## src/rtl/hrb_pkg.sv

```systemverilog
// shared types, codes and constants for the halo region bounds block
`default_nettype none

package hrb_pkg;

    // region kind codes
    typedef logic [3:0] func_t;

    localparam func_t FN_SEND_SAME    = 4'd0;
    localparam func_t FN_SEND_SAMEC   = 4'd1;
    localparam func_t FN_SEND_COARSER = 4'd2;
    localparam func_t FN_SEND_FINER   = 4'd3;
    localparam func_t FN_SEND_FLUX    = 4'd4;
    localparam func_t FN_RECV_SAME    = 4'd5;
    localparam func_t FN_RECV_SAMEC   = 4'd6;
    localparam func_t FN_RECV_COARSER = 4'd7;
    localparam func_t FN_RECV_FINER   = 4'd8;
    localparam func_t FN_RECV_PROLONG = 4'd9;
    localparam func_t FN_RECV_FLUX    = 4'd10;

    // configuration register indexes
    typedef logic [1:0] reg_idx_t;

    localparam reg_idx_t REG_GHOST_WIDTH = 2'd0;
    localparam reg_idx_t REG_CELLS_X1    = 2'd1;
    localparam reg_idx_t REG_CELLS_X2    = 2'd2;
    localparam reg_idx_t REG_CELLS_X3    = 2'd3;

    localparam int CFG_DATA_W = 9;
    localparam int GHOST_W    = 4;
    localparam int CELLS_W    = 9;

    localparam logic [GHOST_W-1:0] GHOST_RESET = 4'd2;
    localparam logic [CELLS_W-1:0] CELLS_RESET = 9'd16;

    // default limits handed to the top level
    localparam int DEF_MAX_CELLS = 256;
    localparam int DEF_MAX_GHOST = 8;

    // result fields
    localparam int COORD_W = 11;
    localparam int COUNT_W = 25;
    localparam logic [COUNT_W-1:0] COUNT_MAX = 25'h1FF_FFFF;

    // stream widths
    localparam int S_DATA_W = 8;
    localparam int S_USER_W = 4;
    localparam int M_DATA_W = 96;
    localparam int M_USER_W = 1;

    // depth of the queue between front and back
    localparam int QUEUE_DEPTH = 4;

    // per-item classification carried alongside the boxes
    typedef struct packed {
        logic valid_res;
        logic add_same;
    } hrb_flags_t;

endpackage

`default_nettype wire

```

## src/rtl/hrb_axis.sv

```systemverilog
// index range on one axis for one region kind
`default_nettype none

module hrb_axis #(
    parameter int CW = 9,
    parameter int GW = 4,
    parameter int IW = 12
) (
    input  hrb_pkg::func_t  func,
    input  logic [1:0]      dir,
    input  logic            sel,
    input  logic            split_ok,
    input  logic [GW-1:0]   ghost,
    input  logic [CW-1:0]   cells,
    output logic [IW-1:0]   lo,
    output logic [IW-1:0]   hi
);
    import hrb_pkg::*;

    logic          collapsed;
    logic          pos;
    logic          neg;
    logic          split;
    logic [IW-1:0] g;
    logic [IW-1:0] n;
    logic [IW-1:0] cn;
    logic [IW-1:0] w;
    logic [IW-1:0] a;
    logic [IW-1:0] e;
    logic [IW-1:0] ce;
    logic [IW-1:0] b;
    logic [IW-1:0] one;

    // interior and coarse interior of this axis
    assign one       = IW'(1);
    assign g         = IW'(ghost);
    assign n         = IW'(cells);
    assign cn        = IW'(cells >> 1);
    assign collapsed = (cells <= CW'(1));
    assign a         = collapsed ? '0 : g;
    assign e         = collapsed ? '0 : g + n - one;
    assign ce        = collapsed ? '0 : g + cn - one;
    assign w         = (func == FN_RECV_PROLONG) ? (g >> 1) : g;

    // direction decode, the pattern 2'b10 counts as negative
    assign pos   = (dir == 2'b01);
    assign neg   = dir[1];
    assign split = (dir == 2'b00) && split_ok;

    // far end of the box depends on whether the kind works on the coarse interior
    always_comb
    begin
        unique case (func) inside
            FN_SEND_SAMEC, FN_SEND_COARSER, FN_SEND_FLUX,
            FN_RECV_SAMEC, FN_RECV_COARSER, FN_RECV_PROLONG:
                b = ce;
            default:
                b = e;
        endcase
    end

    // box ends per kind family, then the sub-block adjustment
    always_comb
    begin
        if (func <= FN_SEND_FINER)
        begin
            lo = pos ? b - g + one : a;
            hi = neg ? a + g - one : b;
            if (func == FN_SEND_FINER && split)
            begin
                if (sel)
                    lo = lo + cn - g;
                else
                    hi = hi - cn + g;
            end
        end
        else if (func == FN_SEND_FLUX || func == FN_RECV_FLUX)
        begin
            lo = pos ? b + one : a;
            hi = pos ? b + one : (neg ? a : b);
            if (func == FN_RECV_FLUX && split)
            begin
                if (sel)
                    lo = lo + cn;
                else
                    hi = hi - cn;
            end
        end
        else
        begin
            lo = pos ? b + one : (neg ? a - w : a);
            hi = pos ? b + w : (neg ? a - one : b);
            if (split && (func == FN_RECV_COARSER || func == FN_RECV_PROLONG))
            begin
                if (sel)
                    lo = lo - w;
                else
                    hi = hi + w;
            end
            if (split && func == FN_RECV_FINER)
            begin
                if (sel)
                    lo = lo + cn;
                else
                    hi = hi - cn;
            end
        end
    end

endmodule

`default_nettype wire

```

## src/rtl/hrb_front.sv

```systemverilog
// front end: takes requests, classifies them and works out the boxes
`default_nettype none

module hrb_front #(
    parameter int MAX_CELLS = 256,
    parameter int MAX_GHOST = 8,
    parameter int IW        = 12
) (
    input  logic                         clk,
    input  logic                         rst_n,
    input  logic                         in_valid,
    output logic                         in_ready,
    input  hrb_pkg::func_t               func,
    input  logic [1:0]                   dir_x1,
    input  logic [1:0]                   dir_x2,
    input  logic [1:0]                   dir_x3,
    input  logic                         sub_a,
    input  logic                         sub_b,
    input  logic [hrb_pkg::GHOST_W-1:0]  ghost_width,
    input  logic [hrb_pkg::CELLS_W-1:0]  cells_x1,
    input  logic [hrb_pkg::CELLS_W-1:0]  cells_x2,
    input  logic [hrb_pkg::CELLS_W-1:0]  cells_x3,
    output logic                         out_valid,
    input  logic                         out_ready,
    output logic [2:0][IW-1:0]           main_lo,
    output logic [2:0][IW-1:0]           main_hi,
    output logic [2:0][IW-1:0]           alt_lo,
    output logic [2:0][IW-1:0]           alt_hi,
    output hrb_pkg::hrb_flags_t          flags
);
    import hrb_pkg::*;

    localparam int CW  = $clog2(MAX_CELLS + 1);
    localparam int GW  = $clog2(MAX_GHOST + 1);
    localparam int CCW = (CW > CELLS_W) ? CW : CELLS_W;
    localparam int GCW = (GW > GHOST_W) ? GW : GHOST_W;

    logic [2:0][CELLS_W-1:0] cells_in;
    logic [2:0][CW-1:0]      cells;
    logic [GW-1:0]           ghost;
    logic [2:0][1:0]         dir;
    logic [2:0]              sel;
    logic [2:0]              split_ok;
    func_t                   alt_func;
    logic                    same_kind;
    hrb_flags_t              flags_next;
    logic [2:0][IW-1:0]      m_lo;
    logic [2:0][IW-1:0]      m_hi;
    logic [2:0][IW-1:0]      a_lo;
    logic [2:0][IW-1:0]      a_hi;

    logic                    valid_reg;
    logic [2:0][IW-1:0]      main_lo_reg;
    logic [2:0][IW-1:0]      main_hi_reg;
    logic [2:0][IW-1:0]      alt_lo_reg;
    logic [2:0][IW-1:0]      alt_hi_reg;
    hrb_flags_t              flags_reg;

    // clamp oversized registers to the configured limits
    assign cells_in = {cells_x3, cells_x2, cells_x1};
    assign ghost    = (GCW'(ghost_width) > GCW'(MAX_GHOST)) ? GW'(MAX_GHOST) : GW'(ghost_width);

    for (genvar i = 0; i < 3; i++)
    begin : g_clamp
        assign cells[i] = (CCW'(cells_in[i]) > CCW'(MAX_CELLS)) ? CW'(MAX_CELLS)
                                                                 : CW'(cells_in[i]);
    end

    // sub-block selector and split permission per axis
    assign dir         = {dir_x3, dir_x2, dir_x1};
    assign sel[0]      = sub_a;
    assign sel[1]      = (dir_x1 != 2'b00) ? sub_a : sub_b;
    assign sel[2]      = (dir_x1 != 2'b00 && dir_x2 != 2'b00) ? sub_a : sub_b;
    assign split_ok[0] = 1'b1;
    assign split_ok[1] = (cells[1] > CW'(1));
    assign split_ok[2] = (cells[2] > CW'(1));

    // classification of the request
    assign same_kind = (func == FN_SEND_SAME) || (func == FN_SEND_SAMEC) ||
                       (func == FN_RECV_SAME) || (func == FN_RECV_SAMEC);
    assign flags_next.valid_res = (func <= FN_RECV_FLUX) && !(same_kind && (sub_a || sub_b));
    assign flags_next.add_same  = (func == FN_SEND_SAMEC) || (func == FN_RECV_SAMEC);
    assign alt_func = (func == FN_SEND_SAMEC) ? FN_SEND_SAME : FN_RECV_SAME;

    // main box and the same-level box used by the coarse count
    for (genvar i = 0; i < 3; i++)
    begin : g_axis
        hrb_axis #(
            .CW (CW),
            .GW (GW),
            .IW (IW)
        ) u_main (
            .func     (func),
            .dir      (dir[i]),
            .sel      (sel[i]),
            .split_ok (split_ok[i]),
            .ghost    (ghost),
            .cells    (cells[i]),
            .lo       (m_lo[i]),
            .hi       (m_hi[i])
        );

        hrb_axis #(
            .CW (CW),
            .GW (GW),
            .IW (IW)
        ) u_alt (
            .func     (alt_func),
            .dir      (dir[i]),
            .sel      (sel[i]),
            .split_ok (split_ok[i]),
            .ghost    (ghost),
            .cells    (cells[i]),
            .lo       (a_lo[i]),
            .hi       (a_hi[i])
        );
    end

    // output stage towards the queue
    assign in_ready = !valid_reg || out_ready;

    always_ff @(posedge clk or negedge rst_n)
    begin
        if (!rst_n)
        begin
            valid_reg <= 1'b0;
        end
        else if (in_ready)
        begin
            valid_reg <= in_valid;
        end
    end

    always_ff @(posedge clk)
    begin
        if (in_valid && in_ready)
        begin
            main_lo_reg <= m_lo;
            main_hi_reg <= m_hi;
            alt_lo_reg  <= a_lo;
            alt_hi_reg  <= a_hi;
            flags_reg   <= flags_next;
        end
    end

    assign out_valid = valid_reg;
    assign main_lo   = main_lo_reg;
    assign main_hi   = main_hi_reg;
    assign alt_lo    = alt_lo_reg;
    assign alt_hi    = alt_hi_reg;
    assign flags     = flags_reg;

endmodule

`default_nettype wire

```

## src/rtl/hrb_fifo.sv

```systemverilog
// short queue between front and back ends
`default_nettype none

module hrb_fifo #(
    parameter int DW    = 8,
    parameter int DEPTH = 4
) (
    input  logic          clk,
    input  logic          rst_n,
    input  logic          in_valid,
    output logic          in_ready,
    input  logic [DW-1:0] in_data,
    output logic          out_valid,
    input  logic          out_ready,
    output logic [DW-1:0] out_data
);
    import hrb_pkg::*;

    localparam int AW = (DEPTH > 1) ? $clog2(DEPTH) : 1;
    localparam int NW = $clog2(DEPTH + 1);

    logic [DW-1:0] entry_reg [DEPTH];
    logic [AW-1:0] wr_ptr_reg;
    logic [AW-1:0] rd_ptr_reg;
    logic [NW-1:0] fill_reg;
    logic [AW-1:0] wr_ptr_next;
    logic [AW-1:0] rd_ptr_next;
    logic [NW-1:0] fill_next;
    logic          push;
    logic          pop;

    assign in_ready  = (fill_reg != NW'(DEPTH));
    assign out_valid = (fill_reg != '0);
    assign push      = in_valid && in_ready;
    assign pop       = out_valid && out_ready;
    assign out_data  = entry_reg[rd_ptr_reg];

    // pointer and fill bookkeeping
    always_comb
    begin
        wr_ptr_next = wr_ptr_reg;
        rd_ptr_next = rd_ptr_reg;
        fill_next   = fill_reg;
        if (push)
        begin
            wr_ptr_next = (wr_ptr_reg == AW'(DEPTH - 1)) ? '0 : wr_ptr_reg + AW'(1);
        end
        if (pop)
        begin
            rd_ptr_next = (rd_ptr_reg == AW'(DEPTH - 1)) ? '0 : rd_ptr_reg + AW'(1);
        end
        if (push && !pop)
        begin
            fill_next = fill_reg + NW'(1);
        end
        else if (pop && !push)
        begin
            fill_next = fill_reg - NW'(1);
        end
    end

    always_ff @(posedge clk or negedge rst_n)
    begin
        if (!rst_n)
        begin
            wr_ptr_reg <= '0;
            rd_ptr_reg <= '0;
            fill_reg   <= '0;
        end
        else
        begin
            wr_ptr_reg <= wr_ptr_next;
            rd_ptr_reg <= rd_ptr_next;
            fill_reg   <= fill_next;
        end
    end

    // entry storage
    always_ff @(posedge clk)
    begin
        if (push)
        begin
            entry_reg[wr_ptr_reg] <= in_data;
        end
    end

endmodule

`default_nettype wire

```

## src/rtl/hrb_back.sv

```systemverilog
// back end: extents, cell count pipeline and the output register
`default_nettype none

module hrb_back #(
    parameter int IW = 12
) (
    input  logic                            clk,
    input  logic                            rst_n,
    input  logic                            in_valid,
    output logic                            in_ready,
    input  logic [2:0][IW-1:0]              main_lo,
    input  logic [2:0][IW-1:0]              main_hi,
    input  logic [2:0][IW-1:0]              alt_lo,
    input  logic [2:0][IW-1:0]              alt_hi,
    input  hrb_pkg::hrb_flags_t             flags,
    output logic                            m_tvalid,
    input  logic                            m_tready,
    output logic [hrb_pkg::M_DATA_W-1:0]    m_tdata,
    output logic [hrb_pkg::M_USER_W-1:0]    m_tuser
);
    import hrb_pkg::*;

    localparam int EW = IW - 1;
    localparam int PW = 3 * EW;
    localparam int SW = PW + 1;
    localparam int BW = 6 * COORD_W;

    logic [2:0][EW-1:0]  ext_main;
    logic [2:0][EW-1:0]  ext_alt;
    logic [BW-1:0]       bounds;
    logic                adv1;
    logic                adv2;
    logic                adv3;

    logic                s1_valid_reg;
    logic [2*EW-1:0]     s1_pm_reg;
    logic [2*EW-1:0]     s1_pa_reg;
    logic [EW-1:0]       s1_em_reg;
    logic [EW-1:0]       s1_ea_reg;
    logic [BW-1:0]       s1_bounds_reg;
    hrb_flags_t          s1_flags_reg;

    logic                s2_valid_reg;
    logic [PW-1:0]       s2_pm_reg;
    logic [PW-1:0]       s2_pa_reg;
    logic [BW-1:0]       s2_bounds_reg;
    hrb_flags_t          s2_flags_reg;

    logic [SW-1:0]       sum;
    logic [COUNT_W-1:0]  count_sat;
    logic [M_DATA_W-1:0] data_next;
    logic                out_valid_reg;
    logic [M_DATA_W-1:0] out_data_reg;
    logic                out_user_reg;

    // extent of one axis, an empty range gives zero
    function automatic logic [EW-1:0] extent(input logic [IW-1:0] lo, input logic [IW-1:0] hi);
        logic [IW:0] d;
        d = {hi[IW-1], hi} - {lo[IW-1], lo} + (IW+1)'(1);
        return d[IW] ? '0 : d[EW-1:0];
    endfunction

    for (genvar i = 0; i < 3; i++)
    begin : g_ext
        assign ext_main[i] = extent(main_lo[i], main_hi[i]);
        assign ext_alt[i]  = extent(alt_lo[i], alt_hi[i]);
    end

    // result coordinates, lowest field first
    assign bounds = {main_hi[2][COORD_W-1:0], main_lo[2][COORD_W-1:0],
                     main_hi[1][COORD_W-1:0], main_lo[1][COORD_W-1:0],
                     main_hi[0][COORD_W-1:0], main_lo[0][COORD_W-1:0]};

    // stall chain, each stage moves when the one after it has room
    assign adv3     = !out_valid_reg || m_tready;
    assign adv2     = !s2_valid_reg || adv3;
    assign adv1     = !s1_valid_reg || adv2;
    assign in_ready = adv1;

    always_ff @(posedge clk or negedge rst_n)
    begin
        if (!rst_n)
        begin
            s1_valid_reg  <= 1'b0;
            s2_valid_reg  <= 1'b0;
            out_valid_reg <= 1'b0;
        end
        else
        begin
            if (adv1)
            begin
                s1_valid_reg <= in_valid;
            end
            if (adv2)
            begin
                s2_valid_reg <= s1_valid_reg;
            end
            if (adv3)
            begin
                out_valid_reg <= s2_valid_reg;
            end
        end
    end

    // stage one: first two axes multiplied
    always_ff @(posedge clk)
    begin
        if (in_valid && adv1)
        begin
            s1_pm_reg     <= ext_main[0] * ext_main[1];
            s1_pa_reg     <= ext_alt[0] * ext_alt[1];
            s1_em_reg     <= ext_main[2];
            s1_ea_reg     <= ext_alt[2];
            s1_bounds_reg <= bounds;
            s1_flags_reg  <= flags;
        end
    end

    // stage two: third axis multiplied
    always_ff @(posedge clk)
    begin
        if (s1_valid_reg && adv2)
        begin
            s2_pm_reg     <= s1_pm_reg * s1_em_reg;
            s2_pa_reg     <= s1_pa_reg * s1_ea_reg;
            s2_bounds_reg <= s1_bounds_reg;
            s2_flags_reg  <= s1_flags_reg;
        end
    end

    // stage three: same-level count added, saturated, rejected items cleared
    assign sum       = SW'(s2_pm_reg) + (s2_flags_reg.add_same ? SW'(s2_pa_reg) : '0);
    assign count_sat = (sum > SW'(COUNT_MAX)) ? COUNT_MAX : sum[COUNT_W-1:0];
    assign data_next = s2_flags_reg.valid_res
                     ? M_DATA_W'({count_sat, s2_bounds_reg}) : '0;

    always_ff @(posedge clk)
    begin
        if (s2_valid_reg && adv3)
        begin
            out_data_reg <= data_next;
            out_user_reg <= s2_flags_reg.valid_res;
        end
    end

    assign m_tvalid = out_valid_reg;
    assign m_tdata  = out_data_reg;
    assign m_tuser  = out_user_reg;

endmodule

`default_nettype wire

```

## src/rtl/halo_region_bounds.sv

```systemverilog
// top level of the halo region bounds block
//
// For each request (region kind, neighbour direction, sub-block selectors) the
// block returns the cell index box of one neighbour buffer and its cell count.
// Channels: requests on s_tvalid/s_tready/s_tdata/s_tuser, results on
// m_tvalid/m_tready/m_tdata/m_tuser, register writes on cfg_valid/cfg_ready
// with cfg_index and cfg_data. cfg_ready is always high; write only when idle.
// Throughput: one request per cycle sustained, with no stall from the receiver.
// Path from a request transfer to its result on m_tvalid: one front stage that
// decodes and builds both boxes, the queue, and the two-multiplier count
// pipeline whose last stage is the output register.
// A four-entry queue sits between the front and the count pipeline; when the
// receiver holds m_tready low the pipeline stops, the queue fills and then
// s_tready drops. No result is lost or repeated.
// Reset clears all valid state and loads ghost_width 2 and 16 cells per axis.
`default_nettype none

module halo_region_bounds #(
    parameter int MAX_CELLS = hrb_pkg::DEF_MAX_CELLS,
    parameter int MAX_GHOST = hrb_pkg::DEF_MAX_GHOST
) (
    input  logic                            clk,
    input  logic                            rst_n,
    // request stream
    input  logic                            s_tvalid,
    output logic                            s_tready,
    // dir_x1[1:0], dir_x2[3:2], dir_x3[5:4], sub_a[6], sub_b[7]
    input  logic [hrb_pkg::S_DATA_W-1:0]    s_tdata,
    // func[3:0]
    input  logic [hrb_pkg::S_USER_W-1:0]    s_tuser,
    // result stream
    output logic                            m_tvalid,
    input  logic                            m_tready,
    // start_x1[10:0], stop_x1[21:11], start_x2[32:22], stop_x2[43:33],
    // start_x3[54:44], stop_x3[65:55], cell_count[90:66], zero fill[95:91]
    output logic [hrb_pkg::M_DATA_W-1:0]    m_tdata,
    // valid_res[0]
    output logic [hrb_pkg::M_USER_W-1:0]    m_tuser,
    // register writes
    input  logic                            cfg_valid,
    output logic                            cfg_ready,
    input  hrb_pkg::reg_idx_t               cfg_index,
    input  logic [hrb_pkg::CFG_DATA_W-1:0]  cfg_data
);
    import hrb_pkg::*;

    localparam int IW_RAW = $clog2(2 * MAX_CELLS + 2 * MAX_GHOST) + 2;
    localparam int IW     = (IW_RAW > COORD_W) ? IW_RAW : COORD_W;
    localparam int QW     = 12 * IW + $bits(hrb_flags_t);

    logic [GHOST_W-1:0]  ghost_width_reg;
    logic [CELLS_W-1:0]  cells_x1_reg;
    logic [CELLS_W-1:0]  cells_x2_reg;
    logic [CELLS_W-1:0]  cells_x3_reg;

    logic                front_valid;
    logic                front_ready;
    logic [2:0][IW-1:0]  front_main_lo;
    logic [2:0][IW-1:0]  front_main_hi;
    logic [2:0][IW-1:0]  front_alt_lo;
    logic [2:0][IW-1:0]  front_alt_hi;
    hrb_flags_t          front_flags;
    logic [QW-1:0]       queue_in;

    logic                queue_valid;
    logic                queue_ready;
    logic [QW-1:0]       queue_out;
    logic [2:0][IW-1:0]  back_main_lo;
    logic [2:0][IW-1:0]  back_main_hi;
    logic [2:0][IW-1:0]  back_alt_lo;
    logic [2:0][IW-1:0]  back_alt_hi;
    hrb_flags_t          back_flags;

    // configuration registers
    assign cfg_ready = 1'b1;

    always_ff @(posedge clk or negedge rst_n)
    begin
        if (!rst_n)
        begin
            ghost_width_reg <= GHOST_RESET;
            cells_x1_reg    <= CELLS_RESET;
            cells_x2_reg    <= CELLS_RESET;
            cells_x3_reg    <= CELLS_RESET;
        end
        else if (cfg_valid && cfg_ready)
        begin
            unique case (cfg_index)
                REG_GHOST_WIDTH: ghost_width_reg <= cfg_data[GHOST_W-1:0];
                REG_CELLS_X1:    cells_x1_reg    <= cfg_data[CELLS_W-1:0];
                REG_CELLS_X2:    cells_x2_reg    <= cfg_data[CELLS_W-1:0];
                REG_CELLS_X3:    cells_x3_reg    <= cfg_data[CELLS_W-1:0];
                default:         ghost_width_reg <= ghost_width_reg;
            endcase
        end
    end

    // front end
    hrb_front #(
        .MAX_CELLS (MAX_CELLS),
        .MAX_GHOST (MAX_GHOST),
        .IW        (IW)
    ) u_front (
        .clk         (clk),
        .rst_n       (rst_n),
        .in_valid    (s_tvalid),
        .in_ready    (s_tready),
        .func        (s_tuser[3:0]),
        .dir_x1      (s_tdata[1:0]),
        .dir_x2      (s_tdata[3:2]),
        .dir_x3      (s_tdata[5:4]),
        .sub_a       (s_tdata[6]),
        .sub_b       (s_tdata[7]),
        .ghost_width (ghost_width_reg),
        .cells_x1    (cells_x1_reg),
        .cells_x2    (cells_x2_reg),
        .cells_x3    (cells_x3_reg),
        .out_valid   (front_valid),
        .out_ready   (front_ready),
        .main_lo     (front_main_lo),
        .main_hi     (front_main_hi),
        .alt_lo      (front_alt_lo),
        .alt_hi      (front_alt_hi),
        .flags       (front_flags)
    );

    // queue between the two ends
    assign queue_in = {front_flags, front_alt_hi, front_alt_lo, front_main_hi, front_main_lo};

    hrb_fifo #(
        .DW    (QW),
        .DEPTH (QUEUE_DEPTH)
    ) u_fifo (
        .clk       (clk),
        .rst_n     (rst_n),
        .in_valid  (front_valid),
        .in_ready  (front_ready),
        .in_data   (queue_in),
        .out_valid (queue_valid),
        .out_ready (queue_ready),
        .out_data  (queue_out)
    );

    assign {back_flags, back_alt_hi, back_alt_lo, back_main_hi, back_main_lo} = queue_out;

    // back end
    hrb_back #(
        .IW (IW)
    ) u_back (
        .clk      (clk),
        .rst_n    (rst_n),
        .in_valid (queue_valid),
        .in_ready (queue_ready),
        .main_lo  (back_main_lo),
        .main_hi  (back_main_hi),
        .alt_lo   (back_alt_lo),
        .alt_hi   (back_alt_hi),
        .flags    (back_flags),
        .m_tvalid (m_tvalid),
        .m_tready (m_tready),
        .m_tdata  (m_tdata),
        .m_tuser  (m_tuser)
    );

    // a rejected request leaves no box and no count behind
    a_reject_clear: assert property (@(posedge clk) disable iff (!rst_n)
        m_tvalid && !m_tuser[0] |-> m_tdata == '0)
        else $error("rejected result carries nonzero fields");

    // the front holds its item while the queue is full
    a_front_hold: assert property (@(posedge clk) disable iff (!rst_n)
        front_valid && !front_ready |=> front_valid && $stable(queue_in))
        else $error("front item changed while the queue was full");

    // the queue takes nothing that the front has not offered
    a_queue_source: assert property (@(posedge clk) disable iff (!rst_n)
        !front_valid && !queue_valid |=> !queue_valid)
        else $error("queue produced an item from nowhere");

endmodule

`default_nettype wire

```

## config.mk

```make
export PLATFORM = sky130hd
export DESIGN_NAME = halo_region_bounds
export DESIGN_NICKNAME = d
export VERILOG_FILES = /design/src/rtl/hrb_pkg.sv /design/src/rtl/hrb_axis.sv /design/src/rtl/hrb_front.sv /design/src/rtl/hrb_fifo.sv /design/src/rtl/hrb_back.sv /design/src/rtl/halo_region_bounds.sv
export SDC_FILE = /design/constraint.sdc
export NUM_CORES = 2
export LEC_CHECK = 0
export BUFFER_PORTS_ARGS = -buffer_cell sky130_fd_sc_hd__buf_2
export CAP_MARGIN = 15
export CELL_PAD_IN_SITES_DETAIL_PLACEMENT = 0
export CELL_PAD_IN_SITES_GLOBAL_PLACEMENT = 2
export CORE_ASPECT_RATIO = 0.8
export CORE_MARGIN = 10
export CORE_UTILIZATION = 44
export DETAILED_ROUTE_END_ITERATION = 10
export GPL_TIMING_DRIVEN = 0
export PLACE_DENSITY_LB_ADDON = 0.1
export SETUP_SLACK_MARGIN = 0.4
export SLEW_MARGIN = 20
export SYNTH_ARGS = -nofsm -noshare
export SYNTH_HDL_FRONTEND = slang
export SYNTH_SLANG_ARGS = --single-unit
```

## constraint.sdc

```tcl
create_clock -name clk -period 12.1 [get_ports clk]
set_input_delay 3.025 -clock clk [delete_from_list [all_inputs] [get_ports clk]]
set_output_delay 3.025 -clock clk [all_outputs]
set_load 0.02 [all_outputs]
```

==> results.cfg <==
[timing]
fmax_mhz = 90.05
skew_ns = 0.06014
hold_viol = 0
slew_viol_final = 0
worst_pin_slew_ns = 1.321
fin_crit_sh = 0.9178
finalWorstSetupSlack_ns = 0.9946
final-setup-viol-count = 0
slew_headroom = 0.1177
tns_ns = 0
finalCriticalPeriod_ns = 11.11
rsz0062_at_grt = no

[cells_and_area]
final_core_utilization = 0.4874
largest_reg_flops = 584
area_growth_pct = 9.771
layout-drive-gt1-share = 0.07949
layout_common_cells = 1090 x edfxtp_1, 957 x inv_1, 916 x nand2_1
fin_cells = 11730
nNetsFinal = 10440
layout_commonest_cell = edfxtp_1

[critical_path]
start_kind = flop
setup.worst_path.class = reg -> reg
cp_data_arrival_time_ns = 11.63
critPathMaxStageDelay_ns = 0.63
crit_family = adder cells
crit_buf_inv = 5
cp_common_cell = fa_1
cp_max_fo = 10
slowest_stage = clkbuf_2
cp-end-kind = flop
worstPathRequired_ns = 12.62

[run_status]
status = finished clean

[run]
drv_cap = 0

[placement]
io_buffers = 118
hpwl_mm = 245.5
place_ws_ns = -0.04524
gp_congestion = 0.9531
dp_cells = 11510

[grt]
track_usage = 0.2623
antenna_found_initial = 25
grt_pass1_wl_mm = 447.4
grt_pass1_vias = 65160
grt_start_max_net_pins = 57
grt_overflow_total = 0

[logic_synthesis]
syn-cell-area_mm2 = 0.09189
synthArstFlopShare = 0.03710
synth_warnings = 0
synth-main-ff-cell = edfxtp_1
synth_seq_cells = 1132
syn_avg_cell_area_um2 = 10.64
syn_inst = 8634
synth_edf_count = 1090
ys_seq_area_frac = 0.3677
synth_cell_types = 110

[clock_network]
clockBufferDepth = 3
clk_latency_ns = 0.79
cts_buffers = 113
cts_root_buffer = clkbuf_16
cts_tree = done
cts_setup_buffers = 0
cts_hold_buf = 0
cts_sinks = 1132
clk_pin_slew_worst_paths_ns = 0.06
h-tree-depth = 3

[floorplanning]
core_area_mm2 = 0.2069
rows = 149
start_util = 0.4440
die_y_um = 428.7
dieArea_mm2 = 0.2276
die_w_um = 530.9
ios = 128

[routing]
wl_mm = 304.8
wl_per_cell_um = 25.98
final_antenna_net_count = 0
drc = 0
firstDrtPassIters = 6
via_per_inst = 5.648
drt_iter0_markers = 6035
vias = 66270

[worst_hold_path]
hold_class = reg -> reg
-- layer usage --
layer  share of wire  vias up  track usage
met5         0.00040        -            0
met4           0.029       16      0.06701
met3           0.066      366      0.04166
met2            0.43     2076       0.3965
met1            0.47    33260       0.3916
li1                -    30550            -
-- metrics by stage --
stage | hold WS, ns | area (µm²)
5_1_grt | 0.4225 | 100800
3_5_place_dp | 0.4045 | 97060
3_3_place_gp | 0.4020 | 95890
6_report | 0.4130 | 100900
4_1_cts | 0.4107 | 100800
2_1_floorplan | 0.4003 | 91900
-- worst register-to-register path: cells and delay by family (launching register included) --
| family | cells | cell delay [ns] |
|---|---|---|
| AOI/OAI and AO/OA | 14 | 3.02 |
| xor gates and xnor gates | 2 | 0.58 |
| adders and majority gates | 8 | 3.46 |
| buffers and inverters | 5 | 1.99 |
| DFF | 1 | 0.59 |
| muxes | 1 | 0.46 |
| and+or+nand+nor | 4 | 0.79 |
-- cell usage after synthesis, drive strengths merged, types with 86 or more instances --
master | number | area share
clkbuf | 288 | 0.012
nand2 | 918 | 0.038
a21o | 140 | 0.011
and2 | 364 | 0.025
a21oi | 452 | 0.025
nand3 | 100 | 0.0055
fa | 593 | 0.13
inv | 963 | 0.039
xor2 | 140 | 0.013
ha | 905 | 0.12
mux4 | 146 | 0.036
o21ai | 390 | 0.021
nor3 | 108 | 0.0060
xnor2 | 344 | 0.033
a211oi | 87 | 0.0072
edfxtp | 1090 | 0.36
nor2b | 108 | 0.0074
nor2 | 505 | 0.021
o21a | 86 | 0.0070
-- worst paths after layout --
kind	startpoint	to	slack [ns]	cells past startpoint
setup / recovery	u_fifo.rd_ptr_reg[1]	u_back.s1_pm_reg[21]	0.99	34
hold / removal	u_back.s1_bounds_reg[63]	u_back.s2_bounds_reg[63]	0.41	0
setup reg to reg	u_fifo.rd_ptr_reg[1]	u_back.s1_pm_reg[21]	0.99	34
hold reg to reg	u_back.s1_bounds_reg[63]	u_back.s2_bounds_reg[63]	0.41	0
max in group asynchronous	rst_n	cells_x3_reg[6]	9.21	1
min in group asynchronous	rst_n	u_back.s1_valid_reg	2.30	1
-- cell families after synthesis --
family / count (synthesis) / share of synthesized area
simple gates: 2356 / 0.1203
compound gates: 1592 / 0.1110
fa+ha+maj: 1498 / 0.2524
buf+inv: 1322 / 0.05463
flops: 1132 / 0.3677
xor+xnor: 484 / 0.04613
mux: 248 / 0.04771
other cells: 2 / 0.00008173
-- area by class of cell --
class                      instances  area [µm²]
timing repair buffer             158        1516
fill                           19060      106100
buffer                           354        1450
clock inverter                    74       817.0
inverter                         968        3633
tap                             2718        3401
clock buffer                     137        2928
antenna                            8       20.02
sequential                      1132       33790
multi-input combinational       6184       53310
-- what timing repair did --
item,in CTS,in global routing
resized for setup,6,25
endpoints found under the setup margin,5,8
pin swaps,0,0
Power is not shown: default switching activity piles up to over one toggle a cycle in this logic, so the estimate is an artifact.
